--- config.mk ---
export PLATFORM = sky130hd
export DESIGN_NAME = gemtext_line_classifier
export DESIGN_NICKNAME = d
export VERILOG_FILES = /design/src/rtl/glc_pkg.sv /design/src/rtl/glc_front.sv /design/src/rtl/glc_queue.sv /design/src/rtl/glc_back.sv /design/src/rtl/gemtext_line_classifier.sv
export SDC_FILE = /design/constraint.sdc
export NUM_CORES = 1
export LEC_CHECK = 0
export BUFFER_PORTS_ARGS = -buffer_cell sky130_fd_sc_hd__buf_2
export CAP_MARGIN = 40
export CORE_ASPECT_RATIO = 0.9
export CORE_UTILIZATION = 39
export CTS_CLUSTER_SIZE = 30
export DETAILED_ROUTE_END_ITERATION = 8
export GPL_TIMING_DRIVEN = 0
export PLACE_DENSITY = 0.54
export SLEW_MARGIN = 20
export SYNTH_ARGS = -nofsm -noshare
export SYNTH_HDL_FRONTEND = slang
export SYNTH_SLANG_ARGS = --single-unit
--- constraint.sdc ---
create_clock -name clk -period 11.5 [get_ports clk]
set_clock_uncertainty 0.15 [all_clocks]
set_input_delay 1.725 -clock clk [delete_from_list [all_inputs] [get_ports clk]]
set_output_delay 1.725 -clock clk [all_outputs]
set_load 0.02 [all_outputs]
--- src/rtl/glc_pkg.sv ---
// glc_pkg: shared types and constants for the gemtext line classifier.
// Holds the configuration struct, the queue word between the front and back
// parts, the result word and the line type / role / register codes.
`default_nettype none

package glc_pkg;

    // line type codes
    localparam logic [3:0] LT_TEXT        = 4'd0;
    localparam logic [3:0] LT_H1          = 4'd1;
    localparam logic [3:0] LT_H3          = 4'd3;
    localparam logic [3:0] LT_ITEM        = 4'd4;
    localparam logic [3:0] LT_QUOTE       = 4'd5;
    localparam logic [3:0] LT_LINK        = 4'd6;
    localparam logic [3:0] LT_PRE_START   = 4'd7;
    localparam logic [3:0] LT_PRE_CONTENT = 4'd8;
    localparam logic [3:0] LT_PRE_END     = 4'd9;

    // byte roles
    localparam logic [1:0] ROLE_BODY  = 2'd0;
    localparam logic [1:0] ROLE_URL   = 2'd1;
    localparam logic [1:0] ROLE_LABEL = 2'd2;

    // marker bytes
    localparam logic [7:0] CH_HASH  = 8'h23;
    localparam logic [7:0] CH_GT    = 8'h3E;
    localparam logic [7:0] CH_SPACE = 8'h20;
    localparam logic [7:0] CH_STAR  = 8'h2A;
    localparam logic [7:0] CH_EQ    = 8'h3D;
    localparam logic [7:0] CH_TICK  = 8'h60;

    // configuration register indexes
    localparam logic [1:0] REG_HIDE_PRE_FENCE   = 2'd0;
    localparam logic [1:0] REG_HIDE_PRE_CLOSING = 2'd1;
    localparam logic [1:0] REG_HIDE_PRE_CONTENT = 2'd2;
    localparam logic [1:0] REG_STYLING_OFF      = 2'd3;

    typedef struct packed {
        logic hide_pre_fence;
        logic hide_pre_closing;
        logic hide_pre_content;
        logic styling_off;
    } cfg_t;

    // one queue word: everything one input item yields.
    // mask bits in output order: [0] first held byte, [1] second held byte,
    // [2] content byte, [3] line record
    typedef struct packed {
        logic [3:0] mask;
        logic [7:0] rel_char;
        logic [7:0] ch;
        logic [1:0] role;
        logic [3:0] line_class;
        logic       hidden;
        logic       label_from_url;
    } pkt_t;

    typedef struct packed {
        logic [7:0] out_char;
        logic       has_out_char;
        logic [1:0] char_role;
        logic       line_record;
        logic [3:0] line_class;
        logic       hidden;
        logic       label_from_url;
        logic       last_result;
    } res_t;

endpackage

`default_nettype wire

--- src/rtl/glc_front.sv ---
// glc_front: per-byte line classifier; one item a cycle in while take is high,
// at most one queue word out per item. Depends on glc_pkg.
`default_nettype none

module glc_front
    import glc_pkg::*;
(
    input  wire logic       clk,
    input  wire logic       rst_n,
    input  wire logic [7:0] char_value,
    input  wire logic       has_char,
    input  wire logic       last_in_line,
    input  wire logic       take,
    input  wire cfg_t       cfg,
    output pkt_t            pkt,
    output logic            pkt_valid
);

    typedef enum logic [11:0] {
        PH_START  = 12'b0000_0000_0001,
        PH_STAR   = 12'b0000_0000_0010,
        PH_EQ     = 12'b0000_0000_0100,
        PH_TICK   = 12'b0000_0000_1000,
        PH_HASH   = 12'b0000_0001_0000,
        PH_SKIPWS = 12'b0000_0010_0000,
        PH_BODY   = 12'b0000_0100_0000,
        PH_LINKWS = 12'b0000_1000_0000,
        PH_URL    = 12'b0001_0000_0000,
        PH_GAP    = 12'b0010_0000_0000,
        PH_LABEL  = 12'b0100_0000_0000,
        PH_DROP   = 12'b1000_0000_0000
    } phase_t;

    phase_t     phase_reg, phase_next;
    logic       in_pre_reg, in_pre_next;
    logic [1:0] pend_reg, pend_next;
    logic [3:0] kind_reg, kind_next;
    logic       label_reg, label_next;

    function automatic logic [7:0] marker(input phase_t p);
        logic [7:0] m;
        m = CH_TICK;
        if (p == PH_STAR)
            m = CH_STAR;
        else if (p == PH_EQ)
            m = CH_EQ;
        return m;
    endfunction

    logic       ws;
    logic       go_body;
    logic [1:0] rel_n;
    logic [7:0] rel_ch;
    logic       byte_en;
    logic [1:0] byte_role;
    logic       rec_en;
    logic [3:0] rec_type;
    logic       hid;
    logic       lfu;

    assign ws = (char_value == CH_SPACE) || (char_value >= 8'd9 && char_value <= 8'd13);

    always_comb
    begin
        phase_next  = phase_reg;
        in_pre_next = in_pre_reg;
        pend_next   = pend_reg;
        kind_next   = kind_reg;
        label_next  = label_reg;
        go_body     = 1'b0;
        rel_n       = 2'd0;
        rel_ch      = 8'd0;
        byte_en     = 1'b0;
        byte_role   = ROLE_BODY;
        rec_en      = 1'b0;
        rec_type    = LT_TEXT;
        hid         = 1'b0;
        lfu         = 1'b0;

        if (has_char)
        begin
            unique case (phase_next)
                PH_STAR:
                begin
                    if (char_value == CH_SPACE)
                    begin
                        pend_next  = 2'd0;
                        kind_next  = LT_ITEM;
                        phase_next = PH_SKIPWS;
                    end
                    else
                        go_body = 1'b1;
                end
                PH_EQ:
                begin
                    if (char_value == CH_GT)
                    begin
                        pend_next  = 2'd0;
                        kind_next  = LT_TEXT;
                        phase_next = PH_LINKWS;
                    end
                    else
                        go_body = 1'b1;
                end
                PH_TICK:
                begin
                    if (char_value != CH_TICK)
                        go_body = 1'b1;
                    else if (pend_next < 2'd2)
                        pend_next = pend_next + 2'd1;
                    else
                    begin
                        pend_next = 2'd0;
                        if (in_pre_next)
                        begin
                            kind_next  = LT_PRE_END;
                            phase_next = PH_DROP;
                        end
                        else
                        begin
                            kind_next  = LT_PRE_START;
                            phase_next = PH_SKIPWS;
                        end
                    end
                end
                PH_HASH:
                begin
                    if (char_value == CH_HASH && kind_next < LT_H3)
                    begin
                        kind_next = kind_next + 4'd1;
                        if (kind_next == LT_H3)
                            phase_next = PH_SKIPWS;
                    end
                    else if (!ws)
                    begin
                        phase_next = PH_BODY;
                        byte_en    = 1'b1;
                    end
                    else
                        phase_next = PH_SKIPWS;
                end
                PH_SKIPWS:
                begin
                    if (!ws)
                    begin
                        phase_next = PH_BODY;
                        byte_en    = 1'b1;
                    end
                end
                PH_BODY:
                    byte_en = 1'b1;
                PH_LINKWS:
                begin
                    if (!ws)
                    begin
                        kind_next  = LT_LINK;
                        phase_next = PH_URL;
                        byte_en    = 1'b1;
                        byte_role  = ROLE_URL;
                    end
                end
                PH_URL:
                begin
                    if (ws)
                        phase_next = PH_GAP;
                    else
                    begin
                        byte_en   = 1'b1;
                        byte_role = ROLE_URL;
                    end
                end
                PH_GAP:
                begin
                    if (!ws)
                    begin
                        label_next = 1'b1;
                        phase_next = PH_LABEL;
                        byte_en    = 1'b1;
                        byte_role  = ROLE_LABEL;
                    end
                end
                PH_LABEL:
                begin
                    byte_en   = 1'b1;
                    byte_role = ROLE_LABEL;
                end
                PH_DROP:
                    ;
                default:
                begin
                    // start of line, and any stray code
                    pend_next = 2'd0;
                    if (char_value == CH_TICK)
                    begin
                        pend_next  = 2'd1;
                        phase_next = PH_TICK;
                    end
                    else if (in_pre_next)
                        go_body = 1'b1;
                    else if (char_value == CH_STAR)
                    begin
                        pend_next  = 2'd1;
                        phase_next = PH_STAR;
                    end
                    else if (char_value == CH_EQ)
                    begin
                        pend_next  = 2'd1;
                        phase_next = PH_EQ;
                    end
                    else if (char_value == CH_GT)
                    begin
                        kind_next  = LT_QUOTE;
                        phase_next = PH_SKIPWS;
                    end
                    else if (char_value == CH_HASH)
                    begin
                        kind_next  = LT_H1;
                        phase_next = PH_HASH;
                    end
                    else
                        go_body = 1'b1;
                end
            endcase

            // undecided prefix turned out to be content: release held bytes
            if (go_body)
            begin
                rel_n      = pend_next;
                rel_ch     = marker(phase_next);
                pend_next  = 2'd0;
                kind_next  = in_pre_next ? LT_PRE_CONTENT : LT_TEXT;
                phase_next = PH_BODY;
                byte_en    = 1'b1;
                byte_role  = ROLE_BODY;
            end
        end

        if (last_in_line)
        begin
            if (phase_next == PH_STAR || phase_next == PH_EQ || phase_next == PH_TICK)
            begin
                rel_n     = pend_next;
                rel_ch    = marker(phase_next);
                kind_next = in_pre_next ? LT_PRE_CONTENT : LT_TEXT;
            end
            else if (phase_next == PH_START)
                kind_next = in_pre_next ? LT_PRE_CONTENT : LT_TEXT;

            if (kind_next == LT_PRE_START || kind_next == LT_PRE_END)
                hid = cfg.hide_pre_fence || (kind_next == LT_PRE_END && cfg.hide_pre_closing);
            else if (kind_next == LT_PRE_CONTENT)
                hid = cfg.hide_pre_content;
            if (cfg.styling_off)
                hid = 1'b0;

            if (kind_next == LT_PRE_START)
                in_pre_next = 1'b1;
            else if (kind_next == LT_PRE_END)
                in_pre_next = 1'b0;

            lfu        = (kind_next == LT_LINK) && !label_next;
            rec_en     = 1'b1;
            rec_type   = kind_next;
            phase_next = PH_START;
            pend_next  = 2'd0;
            kind_next  = LT_TEXT;
            label_next = 1'b0;
        end
    end

    assign pkt.mask           = {rec_en, byte_en, rel_n[1], rel_n[1] | rel_n[0]};
    assign pkt.rel_char       = rel_ch;
    assign pkt.ch             = char_value;
    assign pkt.role           = byte_role;
    assign pkt.line_class     = rec_type;
    assign pkt.hidden         = hid;
    assign pkt.label_from_url = lfu;
    assign pkt_valid          = |pkt.mask;

    always_ff @(posedge clk or negedge rst_n)
    begin
        if (!rst_n)
        begin
            phase_reg  <= PH_START;
            in_pre_reg <= 1'b0;
            pend_reg   <= 2'd0;
            kind_reg   <= LT_TEXT;
            label_reg  <= 1'b0;
        end
        else if (take)
        begin
            phase_reg  <= phase_next;
            in_pre_reg <= in_pre_next;
            pend_reg   <= pend_next;
            kind_reg   <= kind_next;
            label_reg  <= label_next;
        end
    end

endmodule

`default_nettype wire

--- src/rtl/glc_queue.sv ---
// glc_queue: short word queue between the classifier and the result expander.
// Depends on glc_pkg for the word type.
`default_nettype none

module glc_queue
    import glc_pkg::*;
#(
    parameter int DEPTH = 4
)
(
    input  wire logic clk,
    input  wire logic rst_n,
    input  wire logic wr_en,
    input  wire pkt_t wr_data,
    input  wire logic rd_en,
    output pkt_t      rd_data,
    output logic      empty,
    output logic      full
);

    localparam int PW = (DEPTH > 1) ? $clog2(DEPTH) : 1;
    localparam int CW = $clog2(DEPTH + 1);
    localparam logic [PW-1:0] LAST_PTR = PW'(DEPTH - 1);
    localparam logic [CW-1:0] FULL_CNT = CW'(DEPTH);

    pkt_t          mem_reg [DEPTH];
    logic [PW-1:0] wr_ptr_reg, rd_ptr_reg;
    logic [CW-1:0] cnt_reg;

    assign rd_data = mem_reg[rd_ptr_reg];
    assign empty   = (cnt_reg == '0);
    assign full    = (cnt_reg == FULL_CNT);

    always_ff @(posedge clk)
    begin
        if (wr_en)
            mem_reg[wr_ptr_reg] <= wr_data;
    end

    always_ff @(posedge clk or negedge rst_n)
    begin
        if (!rst_n)
        begin
            wr_ptr_reg <= '0;
            rd_ptr_reg <= '0;
            cnt_reg    <= '0;
        end
        else
        begin
            if (wr_en)
                wr_ptr_reg <= (wr_ptr_reg == LAST_PTR) ? '0 : wr_ptr_reg + 1'b1;
            if (rd_en)
                rd_ptr_reg <= (rd_ptr_reg == LAST_PTR) ? '0 : rd_ptr_reg + 1'b1;
            if (wr_en && !rd_en)
                cnt_reg <= cnt_reg + 1'b1;
            else if (rd_en && !wr_en)
                cnt_reg <= cnt_reg - 1'b1;
        end
    end

endmodule

`default_nettype wire

--- src/rtl/glc_back.sv ---
// glc_back: expands one queue word into its results, one result per cycle
// while pop is high, through a registered output stage. Depends on glc_pkg.
`default_nettype none

module glc_back
    import glc_pkg::*;
(
    input  wire logic clk,
    input  wire logic rst_n,
    input  wire pkt_t head,
    input  wire logic q_empty,
    output logic      q_pop,
    input  wire logic pop,
    output logic      out_valid,
    output res_t      res
);

    logic [3:0] done_reg, done_next;
    logic       valid_reg, valid_next;
    res_t       res_reg, res_next;

    logic [3:0] rem;
    logic [3:0] sel;
    logic       last;
    logic       load;

    assign rem  = head.mask & ~done_reg;
    assign sel  = rem & (~rem + 4'd1);   // lowest pending result
    assign last = ((rem & ~sel) == 4'd0);
    assign load = !q_empty && (!valid_reg || pop);

    always_comb
    begin
        res_next   = res_reg;
        valid_next = valid_reg;
        done_next  = done_reg;
        q_pop      = 1'b0;
        if (valid_reg && pop)
            valid_next = 1'b0;
        if (load)
        begin
            valid_next           = 1'b1;
            res_next             = '0;
            res_next.last_result = last;
            if (sel[3])
            begin
                res_next.line_record    = 1'b1;
                res_next.line_class     = head.line_class;
                res_next.hidden         = head.hidden;
                res_next.label_from_url = head.label_from_url;
            end
            else if (sel[2])
            begin
                res_next.out_char     = head.ch;
                res_next.has_out_char = 1'b1;
                res_next.char_role    = head.role;
            end
            else
            begin
                res_next.out_char     = head.rel_char;
                res_next.has_out_char = 1'b1;
                res_next.char_role    = ROLE_BODY;
            end
            done_next = last ? 4'd0 : (done_reg | sel);
            q_pop     = last;
        end
    end

    always_ff @(posedge clk)
    begin
        res_reg <= res_next;
    end

    always_ff @(posedge clk or negedge rst_n)
    begin
        if (!rst_n)
        begin
            valid_reg <= 1'b0;
            done_reg  <= 4'd0;
        end
        else
        begin
            valid_reg <= valid_next;
            done_reg  <= done_next;
        end
    end

    assign out_valid = valid_reg;
    assign res       = res_reg;

endmodule

`default_nettype wire

--- src/rtl/gemtext_line_classifier.sv ---
// gemtext_line_classifier: top level; configuration registers on an APB-style
// port, classifier front, word queue and result expander. Depends on glc_pkg,
// glc_front, glc_queue and glc_back.
//
//  port group   direction  handshake            payload
//  input        in         push / full          char_value, has_char, last_in_line
//  results      out        empty / pop          out_char .. last_result
//  config       in/out     psel/penable/pready  paddr, pwdata, prdata
//
// The front takes one item a cycle whenever the queue has room; it classifies
// the byte in the same cycle and queues one word per item that yields results.
// The back hands out one result a cycle from a registered output stage while
// the receiver pops, so an item giving up to 4 results holds the back until
// all are out; the queue of QUEUE_DEPTH words absorbs this. Reset clears all
// control state at once; no clearing pass.
`default_nettype none

module gemtext_line_classifier
    import glc_pkg::*;
#(
    parameter int QUEUE_DEPTH = 4
)
(
    input  wire logic        clk,
    input  wire logic        rst_n,
    // input queue side
    input  wire logic [7:0]  char_value,
    input  wire logic        has_char,
    input  wire logic        last_in_line,
    input  wire logic        push,
    output logic             full,
    // result queue side
    output logic [7:0]       out_char,
    output logic             has_out_char,
    output logic [1:0]       char_role,
    output logic             line_record,
    output logic [3:0]       line_class,
    output logic             hidden,
    output logic             label_from_url,
    output logic             last_result,
    output logic             empty,
    input  wire logic        pop,
    // configuration
    input  wire logic        psel,
    input  wire logic        penable,
    input  wire logic        pwrite,
    input  wire logic [3:0]  paddr,
    input  wire logic [31:0] pwdata,
    output logic [31:0]      prdata,
    output logic             pready
);

    cfg_t cfg_reg, cfg_next;
    logic cfg_wr;
    logic rd_bit;

    assign pready = 1'b1;
    assign cfg_wr = psel && penable && pwrite && pready;

    always_comb
    begin
        cfg_next = cfg_reg;
        rd_bit   = 1'b0;
        unique case (paddr[3:2])
            REG_HIDE_PRE_FENCE:
            begin
                rd_bit = cfg_reg.hide_pre_fence;
                if (cfg_wr)
                    cfg_next.hide_pre_fence = pwdata[0];
            end
            REG_HIDE_PRE_CLOSING:
            begin
                rd_bit = cfg_reg.hide_pre_closing;
                if (cfg_wr)
                    cfg_next.hide_pre_closing = pwdata[0];
            end
            REG_HIDE_PRE_CONTENT:
            begin
                rd_bit = cfg_reg.hide_pre_content;
                if (cfg_wr)
                    cfg_next.hide_pre_content = pwdata[0];
            end
            REG_STYLING_OFF:
            begin
                rd_bit = cfg_reg.styling_off;
                if (cfg_wr)
                    cfg_next.styling_off = pwdata[0];
            end
            default:
                rd_bit = 1'b0;
        endcase
    end

    assign prdata = {31'd0, rd_bit};

    always_ff @(posedge clk or negedge rst_n)
    begin
        if (!rst_n)
            cfg_reg <= '0;
        else
            cfg_reg <= cfg_next;
    end

    pkt_t fr_pkt;
    logic fr_valid;
    logic take;
    pkt_t q_head;
    logic q_empty;
    logic q_full;
    logic q_pop;
    logic out_valid;
    res_t res;

    assign full = q_full;
    assign take = push && !q_full;

    glc_front u_front (
        .clk          (clk),
        .rst_n        (rst_n),
        .char_value   (char_value),
        .has_char     (has_char),
        .last_in_line (last_in_line),
        .take         (take),
        .cfg          (cfg_reg),
        .pkt          (fr_pkt),
        .pkt_valid    (fr_valid)
    );

    glc_queue #(
        .DEPTH (QUEUE_DEPTH)
    ) u_queue (
        .clk     (clk),
        .rst_n   (rst_n),
        .wr_en   (take && fr_valid),
        .wr_data (fr_pkt),
        .rd_en   (q_pop),
        .rd_data (q_head),
        .empty   (q_empty),
        .full    (q_full)
    );

    glc_back u_back (
        .clk       (clk),
        .rst_n     (rst_n),
        .head      (q_head),
        .q_empty   (q_empty),
        .q_pop     (q_pop),
        .pop       (pop),
        .out_valid (out_valid),
        .res       (res)
    );

    assign empty          = !out_valid;
    assign out_char       = res.out_char;
    assign has_out_char   = res.has_out_char;
    assign char_role      = res.char_role;
    assign line_record    = res.line_record;
    assign line_class     = res.line_class;
    assign hidden         = res.hidden;
    assign label_from_url = res.label_from_url;
    assign last_result    = res.last_result;

    // a line record closes the item that caused it
    a_rec_last: assert property (@(posedge clk) disable iff (!rst_n)
        (!empty && line_record) |-> (last_result && !has_out_char))
        else $error("line record not last or carries a byte");

    // label_from_url only on link records
    a_lfu_link: assert property (@(posedge clk) disable iff (!rst_n)
        (!empty && label_from_url) |-> (line_record && line_class == LT_LINK))
        else $error("label_from_url on a non-link result");

    // byte results carry a legal role and no line type
    a_byte_role: assert property (@(posedge clk) disable iff (!rst_n)
        (!empty && has_out_char) |->
            ((char_role == ROLE_BODY || char_role == ROLE_URL || char_role == ROLE_LABEL)
             && line_class == LT_TEXT))
        else $error("bad byte result");

    // the queue is never popped while empty
    a_pop_safe: assert property (@(posedge clk) disable iff (!rst_n)
        q_pop |-> !q_empty)
        else $error("queue popped while empty");

endmodule

`default_nettype wire

Word-level counts from Yosys, hierarchy flattened
Memory sizes are Yosys's and may differ from the RTL's.
Cells that the tools add are included.
{ "op_classes": {"addsub": 7, "n_lt_le_gt_ge": 4, "eq_ne": 35, "n_mux": 115, "n_bitwise": 9, "reduce_logical": 43} }
{ "ops": {"columns": ["op", "n"], "rows": [
  ["12-bit two-way mux", 21],
  ["12-bit one-hot mux with 9 select lines", 1],
  ["4-bit two-way mux", 22],
  ["8-bit two-way mux", 6],
  ["8-bit by 6-bit equality test with 1-bit output (second input constant)", 5],
  ["2-bit two-way mux", 19],
  ["12-bit by 2-bit equality test with 1-bit output (second input constant)", 3],
  ["12-bit by 3-bit equality test with 1-bit output (second input constant)", 3],
  ["1-bit two-way mux", 33],
  ["7-bit two-way mux", 4],
  ["12-bit by 4-bit equality test with 1-bit output (second input constant)", 2],
  ["4-bit one-hot mux with 6 select lines", 1],
  ["4-bit AND", 3],
  ["12-bit by 1-bit equality test with 1-bit output (second input constant)", 1],
  ["12-bit by 10-bit equality test with 1-bit output (second input constant)", 1],
  ["12-bit by 11-bit equality test with 1-bit output (second input constant)", 1],
  ["12-bit equality test (second input constant)", 1],
  ["12-bit by 5-bit equality test with 1-bit output (second input constant)", 1],
  ["12-bit by 6-bit equality test with 1-bit output (second input constant)", 1],
  ["12-bit by 7-bit equality test with 1-bit output (second input constant)", 1],
  ["12-bit by 8-bit equality test with 1-bit output (second input constant)", 1],
  ["12-bit by 9-bit equality test with 1-bit output (second input constant)", 1],
  ["1-bit logical AND", 12],
  ["4-bit NOT", 3],
  ["38 further kinds", 66]
]} }
{ "totals": {"regBits": 55, "ram_bits": 112, "in_bits": 53, "out_inout_bits": 54, "mem_count": 1} }
{ "memory_table": {"columns": ["memory", "words", "width", "read_ports", "rd_clocked_by_memory_dff", "write_ports", "line_no", "source"], "rows": [
  ["u_queue.mem_reg", 4, 28, 1, 0, 1, "glc_queue.sv:26", "pkt_t mem_reg [DEPTH];"]
]} }

Logic depth before layout (Yosys ltp)
Gate-level depths: netlist (run 1).
{ "logic_depth": {"depth_word": 23, "mapped_depth": 16} }

Hierarchy
From an unflattened synthesis (run 1), not the netlist that was laid out.
{ "hier_totals": {"cells_unflattened": 696, "hier_area_um2": 8961.1} }
{ "by_module_without_submodules": {"columns": ["module", "n_inst", "cells_per_inst", "area_per_inst_um2", "seq_area_each_um2"], "rows": [
  ["glc_queue", 1, 183, 4456.8, 3538.4],
  ["glc_front", 1, 382, 2945.3, 501.7],
  ["glc_back", 1, 77, 1082.3, 695.7],
  ["gemtext_line_classifier", 1, 54, 476.7, 100.1]
]} }

Worst setup path before layout (run 1)
Ideal clock, no wire load.
{ "synth_timing": {"kind": "in2reg", "start": "input port char_value[2]", "end": "register u_queue.cnt_reg[1]", "setup_time_ps": 125, "arrival_time_ps": 4615, "required_ps": 11225, "setup_slack_ps": 6611, "path_stages": 14, "path_cell_list": "buf_2 > or4b_1 > a211o_1 > buf_6 > and3_4 > buf_6 > a21oi_2 > a31oi_1 > nor2_1 > nor2_1 > ha_1 > inv_1 > fa_1 > mux2_2"} }
{ "synth_rtl": {"columns": ["element", "line_no", "source"], "rows": [
  ["start: declaration", "gemtext_line_classifier.sv:27", "input wire logic [7:0] char_value,"],
  ["end signal: assignment", "glc_queue.sv:55", "cnt_reg <= cnt_reg + 1'b1;"],
  ["end signal: assignment", "glc_queue.sv:57", "cnt_reg <= cnt_reg - 1'b1;"],
  ["end: declaration", "glc_queue.sv:28", "logic [CW-1:0] cnt_reg;"]
]} }

Worst setup path in the final report (run 1)
{ "layout_timing": {"start": "input port char_value[1]", "end": "memory u_queue.mem_reg[0][20] (netlist bit), data pin"} }
{ "layout_via": {"elab_chain_cells": 16} }
{ "layout_rtl": {"columns": ["element", "line_no", "source"], "rows": [
  ["8-bit by 6-bit equality test with 1-bit output", "glc_front.sv:128, glc_front.sv:215", null],
  ["12-bit two-way mux or 1-bit two-way mux (tied branches)", "glc_front.sv:215", "else if (char_value == CH_HASH)"],
  ["12-bit two-way mux or 1-bit two-way mux (tied branches)", "glc_front.sv:210", "else if (char_value == CH_GT)"],
  ["12-bit two-way mux or 1-bit two-way mux (tied branches)", "glc_front.sv:205", "else if (char_value == CH_EQ)"],
  ["12-bit two-way mux or 1-bit two-way mux (tied branches)", "glc_front.sv:200", "else if (char_value == CH_STAR)"],
  ["12-bit two-way mux or 1-bit two-way mux (tied branches)", "glc_front.sv:198", "else if (in_pre_next)"],
  ["12-bit two-way mux or 1-bit two-way mux (tied branches)", "glc_front.sv:193", "if (char_value == CH_TICK)"],
  ["12-bit one-hot mux with 9 select lines or 1-bit one-hot mux with 4 select lines (tied branches)", "glc_front.sv:82", "unique case (phase_next)"],
  ["12-bit two-way mux or 1-bit two-way mux (tied branches)", "glc_front.sv:80", "if (has_char)"],
  ["12-bit by 3-bit equality test with 1-bit output or 12-bit two-way mux (tied branches)", "glc_front.sv:45, glc_front.sv:226", null],
  ["7-bit two-way mux or 12-bit two-way mux (tied branches)", "glc_front.sv:45, glc_front.sv:80", null],
  ["8-bit two-way mux (tied with other cells)", "glc_front.sv:43", "if (p == PH_STAR)"],
  ["8-bit two-way mux (tied with other cells)", "glc_front.sv:226", "if (go_body)"],
  ["8-bit two-way mux (tied with other cells)", "glc_front.sv:80", null],
  ["8-bit two-way mux", "glc_front.sv:240", "if (phase_next == PH_STAR || phase_next == PH_EQ || phase_next == PH_TICK)"],
  ["8-bit two-way mux (*)", "glc_front.sv:238", "if (last_in_line)"],
  ["end: declaration", "glc_queue.sv:26", null]
]} }
Every way passes the cells marked *; elsewhere a longest branch is shown, timed or not. The select of a mux whose other input is x is not followed.

==> flow_summary.yaml, run 1 <==
status:
  status: "finished, final reports clean"
power_and_ir_drop:
  vdd_drop_max_mv: 0.09428
  p_comb_share_pct: 33.4
  switching_power_uw: 679.4
  power_frac_seq_pct: 39.3
  leakagePower_uw: 0.003668
  p_sw_share_pct: 33.94
  p_int_uw: 1322
  p_per_area_mw_per_mm2: 206.1
  clockPowerShare_pct: 27.3
clock_tree:
  cts_setup_buffers: 0
  cts-root-buf: "clkbuf_16"
  cts-htree-levels: 4
  clock-sinks: 155
  cts_buffer_depth: 2
  hold_buffers: 0
  cts_buffers: 17
  clk_pin_slew_ns: 0.07
  insertion_delay_ns: 0.42
  cts_tree: "done"
  cts_resized: 0
critical_path:
  arrival_ns: 5.42
  cp_slowest_stage_delay_ns: 0.70
  path_buf_inv: 2
  end_kind: "flop"
  cp-start-kind: "input pin"
  critPathTopFamily: "simple AND/OR/NAND/NOR gates"
  worst_ep_required_time_ns: 11.46
  path_common_cell: "buf_2"
  setup.worst_path.class: "input pin to flop"
  cp_cell_sequence: "buf_2, buf_2, nor4b_2, nand3_1, o2bb2ai_1, nor3_1, nand2_2, o22ai_1, nand2_1, o31ai_1"
  cp_slowest_cell: "o31ai_1"
  cp_max_fo: 10
route:
  drt_wl_total_mm: 22.68
  drc: 0
  drt_first_pass_iters: 5
  drtIter0Drc: 460
  antenna_left: 0
  vias: 6145
  wl_per_cell_um: 20.67
  vias_per_cell: 5.602
layout:
  largest_reg_flops: 100
  final_util_pct: 46.49
  n_antenna_cell: 0
  fillCellCount: 1954
  layout.nets: 860
  drive_gt1_share_pct: 23.30
  regArea_mm2: 0.004476
  area_growth_syn_to_layout_pct: 16.25
  final_common_cell: "edfxtp_1"
  layout_common_cells: "edfxtp_1 (119), nor2_1 (60), buf_2 (56)"
  multi_input_area_mm2: 0.003510
logic_synthesis:
  postSynthCellCount: 701
  synth_cell_types: 84
  yosys-top-cells-area: "edfxtp_1 (43%), dfrtp_1 (10%), mux4_2 (7.0%)"
  async_flop_share_pct: 23.23
  synth_area_mm2: 0.008356
  synth_area_per_cell_um2: 11.92
  synth_seq_area_share_pct: 53.56
  synth_top_area_share_pct: 42.77
  yosysWarnings: 0
  synth_flop_cell: "edfxtp_1"
  yosysTopAreaCell: "edfxtp_1"
  synth-seq-cells: 155
  synth_edf_count: 119
sta:
  maxSlewViolCount: 0
  grt_setup_unrepaired: "false"
  finalSetupTns_ns: 0
  finalCritPeriodShare_pct: 47.52
  period_minus_slack_ns: 5.465
  hold_violations: 0
  worst-slew-pin-transition_ns: 0.8032
  max_freq_mhz: 183.0
  relSlewSlack_pct: 46.45
  setup-violations-final: 0
placement:
  hpwl_mm: 16.52
  numPortBuffers: 41
  gp_congestion: 0.9328
global_routing:
  first_global_vias: 5977
  grt.overflow.total: 0
  grt_use_total_pct: 21.51
  antenna_found_initial: 0
  grt_max_degree: 26
  grt_pass1_wl_mm: 35.10
run:
  drv_cap: 0
die:
  initial_core_util_pct: 39.99
  num_rows: 50
  ios: 107
  core_mm2: 0.02090
  die_w_um: 156.3
  fp.dieArea_mm2: 0.02202
  fp.dieH_um: 140.9
hold_path:
  hp-class: "flop to flop"
-- power by group through the flow --
stage | Sequential [µW] | Combinational (µW) | Clock, µW
after floorplan | 834 | 431 | 0
after global placement | 797 | 642 | 0
after detailed placement | 800 | 677 | 0
after CTS | 789 | 679 | 558
after global routing | 801 | 729 | 581
final | 787 | 668 | 546
-- path summary, 6_finish.rpt --
kind,startpoint,end,slack (ns),depth (start not counted)
worst max-delay path,char_value[1],u_queue.mem_reg[0][20],6.04,10
worst min-delay path,u_back.done_reg[0],u_back.done_reg[0],0.35,2
worst max register to register,u_front.phase_reg[0],u_queue.cnt_reg[2],6.41,15
worst min register to register,u_back.done_reg[0],u_back.done_reg[0],0.35,2
max in group asynchronous,rst_n,u_back.done_reg[1],9.68,2
min in group asynchronous,rst_n,u_front.phase_reg[3],1.05,1
-- through the flow --
stage | instances | cell area (µm²) | setup WS [ns] | total power, µW | hold WS [ns]
3_5_place_dp | 1065 | 9133 | 5.716 | 1477 | 0.3364
2_1_floorplan | 731 | 8468 | 6.611 | 1264 | 0.3060
6_report | 1097 | 9713 | 6.035 | 2001 | 0.3469
5_1_grt | 1097 | 9713 | 5.878 | 2111 | 0.3794
4_1_cts | 1097 | 9713 | 6.153 | 2026 | 0.3530
3_3_place_gp | 1058 | 9031 | 5.553 | 1439 | 0.3202
-- area by class of cell --
class / instances / area share [%]
Buffer: 70 / 4.367
Clock buffer: 17 / 4.380
Clock inverter: 15 / 1.597
Inverter: 20 / 0.7729
Multi-Input combinational cell: 486 / 36.13
Sequential cell: 155 / 46.08
Tap cell: 286 / 3.684
Timing Repair Buffer: 48 / 2.989
-- cells in the mapped netlist (4+ instances only) --
library cell and count:
a211oi_1 4, a21oi_1 21, a22o_1 4, a31oi_1 14, and2_1 17, and3_1 7, buf_2 12, buf_4 33
clkbuf_1 19, dfrtp_1 35, edfxtp_1 119, ha_1 8, inv_1 20, mux2_2 8, mux2i_1 5, mux4_2 26
nand2_1 44, nand2b_1 6, nand3_1 12, nand3b_1 4, nand4_1 18, nor2_1 60, nor2b_1 11, nor3_1 22
nor3b_1 6, nor4b_1 4, o2111ai_1 4, o211ai_1 4, o21ai_0 32, o21ai_1 5, o22ai_1 6, o31ai_1 5
o41ai_1 4, or3_1 6, or4_1 4, xor2_1 9
-- worst register-to-register path, cell delays in order, from the launching register on --
cell and delay [ns]:
dfstp_2 0.52, clkbuf_1 0.47, nor4_2 0.18, nand4_1 0.34
o311ai_1 0.23, nor2_1 0.66, a21oi_2 0.33, a31oi_1 0.46
nor2_1 0.08, nor2_1 0.35, ha_1 0.27, inv_1 0.07
fa_1 0.42, xor2_1 0.17, nor2_1 0.13, xor2_1 0.18
-- metal layers --
layer	GRT usage (%)	vias up	routed length, µm
met2	35.15	211	11050
li1	-	2824	-
met3	3.566	41	992
met1	28.54	3069	10010
met5	0	-	0
met4	8.514	0	628
-- cells by family (layout without fill, tap and decap cells) --
family | after synthesis | after routing | synth area share [%]
and+or+nand+nor | 250 | 250 | 16.86
muxes | 39 | 39 | 8.685
buffers and inverters | 90 | 170 | 5.975
DFF | 155 | 155 | 53.56
other | 2 | 32 | 0.08988
adders and majority gates | 9 | 9 | 1.438
AOI/OAI and AO/OA | 144 | 144 | 12.13
xor gates and xnor gates | 12 | 12 | 1.258
Power figures use the tool's default switching activity.
==> inputs of run 2 (changes only) <==
- PLACE_DENSITY: 0.54 -> 0.56
- clock period: 11.5 -> 4.6 ns (I/O delays scaled with it)
==> run 2 against run 1 <==
Flip-flop and latch count stayed put. Wire length is 0.44% higher. Register-to-register slack worse by 6.2 ns. First-iteration DRC count stayed put. Clock power grew to 2.5 times the previous value. Non-clock buffer count is 1 higher. Combinational power grew to 2.5 times the previous value. Critical endpoint is now u_queue.mem_reg[1][19]. Largest cell class unchanged. Highest routed layer unchanged.
==> flow_summary.yaml, run 2 (synthesis results as in run 1) <==
die:
  core_mm2: 0.02090
  die_w_um: 156.3
  fp.dieH_um: 140.9
  num_rows: 50
  fp.dieArea_mm2: 0.02202
  initial_core_util_pct: 39.99
  ios: 107
route:
  wl_per_cell_um: 20.73
  wl_met3_um: 880
  met2_length_mm: 11.10
  drt_wl_total_mm: 22.78
  drc: 0
  vias_per_cell: 5.585
  vias: 6138
  drtIter0Drc: 460
  met1_length_mm: 10.29
  drt_first_pass_iters: 5
  highest_layer: "met4"
  antenna_left: 0
status:
  status: "finished, final reports clean"
sta:
  grt_setup_unrepaired: "false"
  hold_violations: 0
  max_freq_mhz: 225.7
  setup-violations-final: 0
  worst-slew-pin-transition_ns: 0.9688
  period_minus_slack_ns: 4.430
  finalCritPeriodShare_pct: 96.31
  maxSlewViolCount: 0
  relSlewSlack_pct: 34.92
critical_path:
  setup.worst_path.class: "flop to flop"
  end_kind: "flop"
  worst_ep_required_time_ns: 4.57
  arrival_ns: 4.40
  cp-start-kind: "flop"
  rrSetupSlack_ns: 0.17
  cp_max_fo: 10
  cp_cell_sequence: "buf_2, nor3_1, nand2_1, nor3_1, or3_1, buf_2, nand4_1, a2111oi_4, nand4_1, o221ai_1"
  cp_slowest_stage_delay_ns: 0.77
  cp_slowest_cell: "nor3_1"
clock_tree:
  cts_buffers: 17
  clock-sinks: 155
  insertion_delay_ns: 0.43
  cts-htree-levels: 4
  clk_pin_slew_ns: 0.07
  cts_tree: "done"
  cts-root-buf: "clkbuf_16"
  cts_buffer_depth: 2
power_and_ir_drop:
  vdd_drop_max_mv: 0.2371
  p_per_area_mw_per_mm2: 514.6
  p_sw_share_pct: 34.59
  p_int_uw: 3291
  switching_power_uw: 1741
  leakagePower_uw: 0.003680
  power_frac_seq_pct: 39.4
  p_comb_share_pct: 33.3
  clockPowerShare_pct: 27.3
layout:
  final_common_cell: "edfxtp_1"
  area_growth_syn_to_layout_pct: 17.03
  layout_common_cells: "edfxtp_1 (119), nor2_1 (58), buf_2 (54)"
  layout.nets: 861
  layout.cells.non_filler: 1099
  final_util_pct: 46.80
  drive_gt1_share_pct: 23.89
  largest_reg_flops: 100
placement:
  hpwl_mm: 16.56
  numPortBuffers: 41
  gp_congestion: 0.9170
  placed_cells: 1063
global_routing:
  grt.overflow.total: 0
  grt_max_degree: 29
  first_global_vias: 5951
  grt_use_total_pct: 21.58
  antenna_found_initial: 0
  grt_pass1_wl_mm: 35.13
run:
  drv_cap: 0
hold_path:
  hp-class: "input pin to flop"
==> run 2: cell count changes in the layout (fill, tap and decap cells not counted), sizes merged <==
cell,delta
bufinv,-1
clkinv,-3
buf,+1
clkinvlp,+1
diode,+1
dlygate4sd3,+1
inv,+2
==> run 2: timing repair <==
action | 4_1_cts | 5_1_grt
pin swaps | 0 | 2
resized for setup | 2 | 4
setup buffers | 0 | 2
hold buffers | 1 | 0
setup endpoints to repair | 102 | 106
hold endpoints to repair | 8 | 0
==> run 2: layer usage <==
metal,vias to the layer above,global-route usage (%)
met4,0,7.018
met1,3097,28.71
met3,33,3.812
li1,2835,-
met5,-,0
met2,173,35.71
==> run 2: final timing paths <==
check                                startpoint                endpoint  depth (start not counted)
max reg2reg                u_front.phase_reg[7]  u_queue.mem_reg[1][19]                         10
min in group asynchronous                 rst_n    u_front.phase_reg[9]                          2
min                                         pop        u_back.out_valid                          2
max in group asynchronous                 rst_n    u_front.phase_reg[0]                          3
min reg2reg                  u_back.done_reg[2]      u_back.done_reg[2]                          2
max                        u_front.phase_reg[7]  u_queue.mem_reg[1][19]                         10
==> run 2: metrics by stage <==
step           total power (µW)  area [µm²]  hold slack [ns]  TNS (ns)  worst slack, ns
3_5_place_dp               3687        9126           0.3353    -23.89          -0.4651
2_1_floorplan              3161        8468           0.2444         0           0.7456
6_report                   5032        9778           0.2963         0           0.1697
5_1_grt                    5315        9776           0.2924         0          0.02390
4_1_cts                    5070        9727           0.2825         0          0.01212
3_3_place_gp               3598        9031           0.3192    -68.00          -0.6797
==> run 2: critical path: cells and delay by family, from the launching register on <==
kind,cells,cell delay [ns]
buffers and inverters,2,0.39
AOI/OAI and AO/OA,2,1.03
DFF,1,0.41
and+or+nand+nor,6,2.13
==> run 2: cell type report <==
class	instances	area [µm²]
buffer	69	420.4
clock inverter	14	146.4
tap	286	357.8
sequential	155	4476
timing repair buffer	50	320.3
antenna	1	2.502
multi-input combinational	486	3541
inverter	20	75.07
clock buffer	18	439.2
fill	1944	11120
==> run 2: power by group through the flow <==
stage	Sequential, µW	Clock (µW)	Combinational (µW)
after floorplan	2080	0	1080
after global placement	1990	0	1610
after detailed placement	2000	0	1690
after CTS	1990	1400	1690
after global routing	2010	1470	1840
final	1980	1370	1670
==> inputs of run 3 (changes only) <==
- ABC_AREA: not set -> 1
- BUFFER_PORTS_ARGS: -buffer_cell sky130_fd_sc_hd__buf_2 -> not set
- DONT_BUFFER_PORTS: not set -> 1
- PLACE_DENSITY: 0.56 -> 0.51
==> run 3 against run 2 <==
Fmax up 6.8%. Global-route usage down 0.25 points. Hold slack worse by 0.088 ns. Wire length down 1.3%. Register-to-register slack better by 0.28 ns. Design area up 1.2%. Clock power up 7%. Combinational power up 7%. Clock-buffer cell count up 3. Sequential power up 6%. Highest routed layer unchanged. Critical path depth up 6.
==> flow_summary.yaml, run 3 <==
status:
  status: "finished, final reports clean"
sta:
  period_minus_slack_ns: 4.150
  max_freq_mhz: 241.0
  relSlewSlack_pct: 45.84
  worst-slew-pin-transition_ns: 0.8039
  finalCritPeriodShare_pct: 90.21
  hold_violations: 0
  setup-violations-final: 0
  maxSlewViolCount: 0
  fin_ws_ns: 0.4503
  grt_setup_unrepaired: "false"
  holdWs_ns: 0.2083
logic_synthesis:
  synth_flop_cell: "edfxtp_1"
  synth_edf_count: 119
  yosysWarnings: 0
  synth_cell_types: 57
  synth_area_mm2: 0.008613
  synth_most_common_cell: "nor2_1"
  yosysTopAreaCell: "edfxtp_1"
  yosys-top-cells-area: "edfxtp_1 (41%), dfrtp_1 (10%), nor2_1 (6.9%)"
  postSynthCellCount: 953
  synth_seq_area_share_pct: 51.96
  synth_area_per_cell_um2: 9.038
  synth-seq-cells: 155
  synth_top_area_share_pct: 41.49
  async_flop_share_pct: 23.23
  ys_top_cells_by_count: "nor2_1 (158), nand2_1 (140), edfxtp_1 (119), inv_1 (98), o21ai_0 (90)"
critical_path:
  cp_slowest_cell: "a2111oi_0"
  cp-start-kind: "flop"
  path_common_cell: "o21ai_0"
  setup.worst_path.class: "flop to flop"
  worst_ep_required_time_ns: 4.57
  rr_worst_depth: 16
  critPathTopFamily: "compound AO/OA/AOI/OAI gates"
  arrival_ns: 4.12
  path_buf_inv: 2
  cp_max_fo: 9
  critical_path_depth: 16
  cp_slowest_stage_delay_ns: 0.62
  rrSetupSlack_ns: 0.45
  end_kind: "flop"
  cp_cell_sequence: "nor2_2, nand2_2, nor2_4, nand2_2, nand2_4, nor2_8, nand2_4, inv_1, o21ai_0, o21ai_0, nand2_1, a2111oi_0, inv_1, nor3_1, nand3_1, o21ai_0"
clock_tree:
  cts_buffer_depth: 2
  clock-sinks: 155
  cts_tree: "done"
  cts-htree-levels: 4
  cts_buffers: 17
  cts_resized: 0
  insertion_delay_ns: 0.43
  clk_pin_slew_ns: 0.07
  cts-root-buf: "clkbuf_16"
die:
  num_rows: 51
  initial_core_util_pct: 39.82
  fp.dieH_um: 143.0
  die_w_um: 158.7
  ios: 107
  core_mm2: 0.02163
  fp.dieArea_mm2: 0.02268
global_routing:
  grt.overflow.total: 0
  grt_pass1_wl_mm: 35.67
  grt_use_total_pct: 21.33
  antenna_found_initial: 0
  first_global_vias: 6314
  grt_max_degree: 37
route:
  drt_wl_total_mm: 22.49
  drc: 0
  drt_first_pass_iters: 5
  antenna_left: 0
  vias_per_cell: 5.051
  drtIter0Drc: 496
  vias: 6642
  wl_per_cell_um: 17.10
placement:
  numPortBuffers: 0
  hpwl_mm: 16.58
  gp_congestion: 0.8889
  place_ws_ns: 0.3593
layout:
  final_common_cell: "nor2_1"
  area_growth_syn_to_layout_pct: 14.85
  layout.nets: 1073
  drive_gt1_share_pct: 15.04
  layout_common_cells: "nor2_1 (153), nand2_1 (140), edfxtp_1 (119)"
  n_antenna_cell: 0
  largest_reg_flops: 100
power_and_ir_drop:
  p_per_area_mw_per_mm2: 541.4
  vdd_drop_max_mv: 0.2431
  leakagePower_uw: 0.004144
run:
  drv_cap: 0
hold_path:
  hp-class: "input pin to flop"
  hold_depth: 0
[run 3: path summary, 6_finish.rpt]
check / startpoint / endpoint
worst max register to register: u_front.phase_reg[0] / u_queue.mem_reg[3][17]
min in group asynchronous: rst_n / u_front.phase_reg[10]
worst min register to register: u_back.done_reg[1] / u_back.done_reg[1]
max in group asynchronous: rst_n / u_front.phase_reg[0]
worst min-delay path: char_value[4] / u_queue.mem_reg[0][12]
worst max-delay path: u_front.phase_reg[0] / u_queue.mem_reg[3][17]
[run 3: cell families (layout without fill, tap and decap cells)]
kind of cell               after synthesis  after routing  synth area share [%]
DFF                                    155            155                 51.96
other                                    2             32               0.08719
AOI/OAI and AO/OA                      191            191                 12.78
adders and majority gates                9              9                 1.395
and+or+nand+nor                        428            428                 24.36
buffers and inverters                  165            206                 9.079
muxes                                    1              1                0.1307
xor gates and xnor gates                 2              2                0.2034
[run 3: metrics by stage]
step	utilization, %	cells	cell area, µm²	total power, µW	TNS [ns]
6_report	45.73	1315	9892	5355	0
5_1_grt	45.73	1315	9892	5709	0
4_1_cts	45.73	1315	9892	5394	0
3_5_place_dp	42.77	1281	9251	3923	0
3_3_place_gp	42.02	1274	9090	3843	-54.63
2_1_floorplan	-	983	8726	3337	0
[run 3: what timing repair did]
item / CTS / global route
endpoints found under the hold margin: 36 / 0
hold buffers: 2 / 0
setup buffers: 0 / 0
[run 3: per-layer routing]
metal	global-route usage [%]	part of all wire, %
met1	30.81	49
met3	4.127	5.4
met2	32.66	44
met5	0	0
met4	5.263	1.4
[run 3: area by class of cell]
class / count / area [µm²]
plain buffers: 59 / 384.1
clock buffers: 21 / 450.4
well taps: 291 / 364.1
flip-flops and latches: 155 / 4476
multi-input cells: 663 / 3501
repair buffers: 9 / 158.9
fillers: 2071 / 11740
inverters: 106 / 397.9
clock inverters: 11 / 160.2
[run 3: power breakdown]
group / leakage, µW / switching [µW] / internal (µW) / total [µW]
logic: 0.00227 / 1230 / 560 / 1790
clock network: 0.000291 / 584 / 880 / 1460
registers: 0.00158 / 216 / 1890 / 2100
total: 0.00414 / 2030 / 3330 / 5360
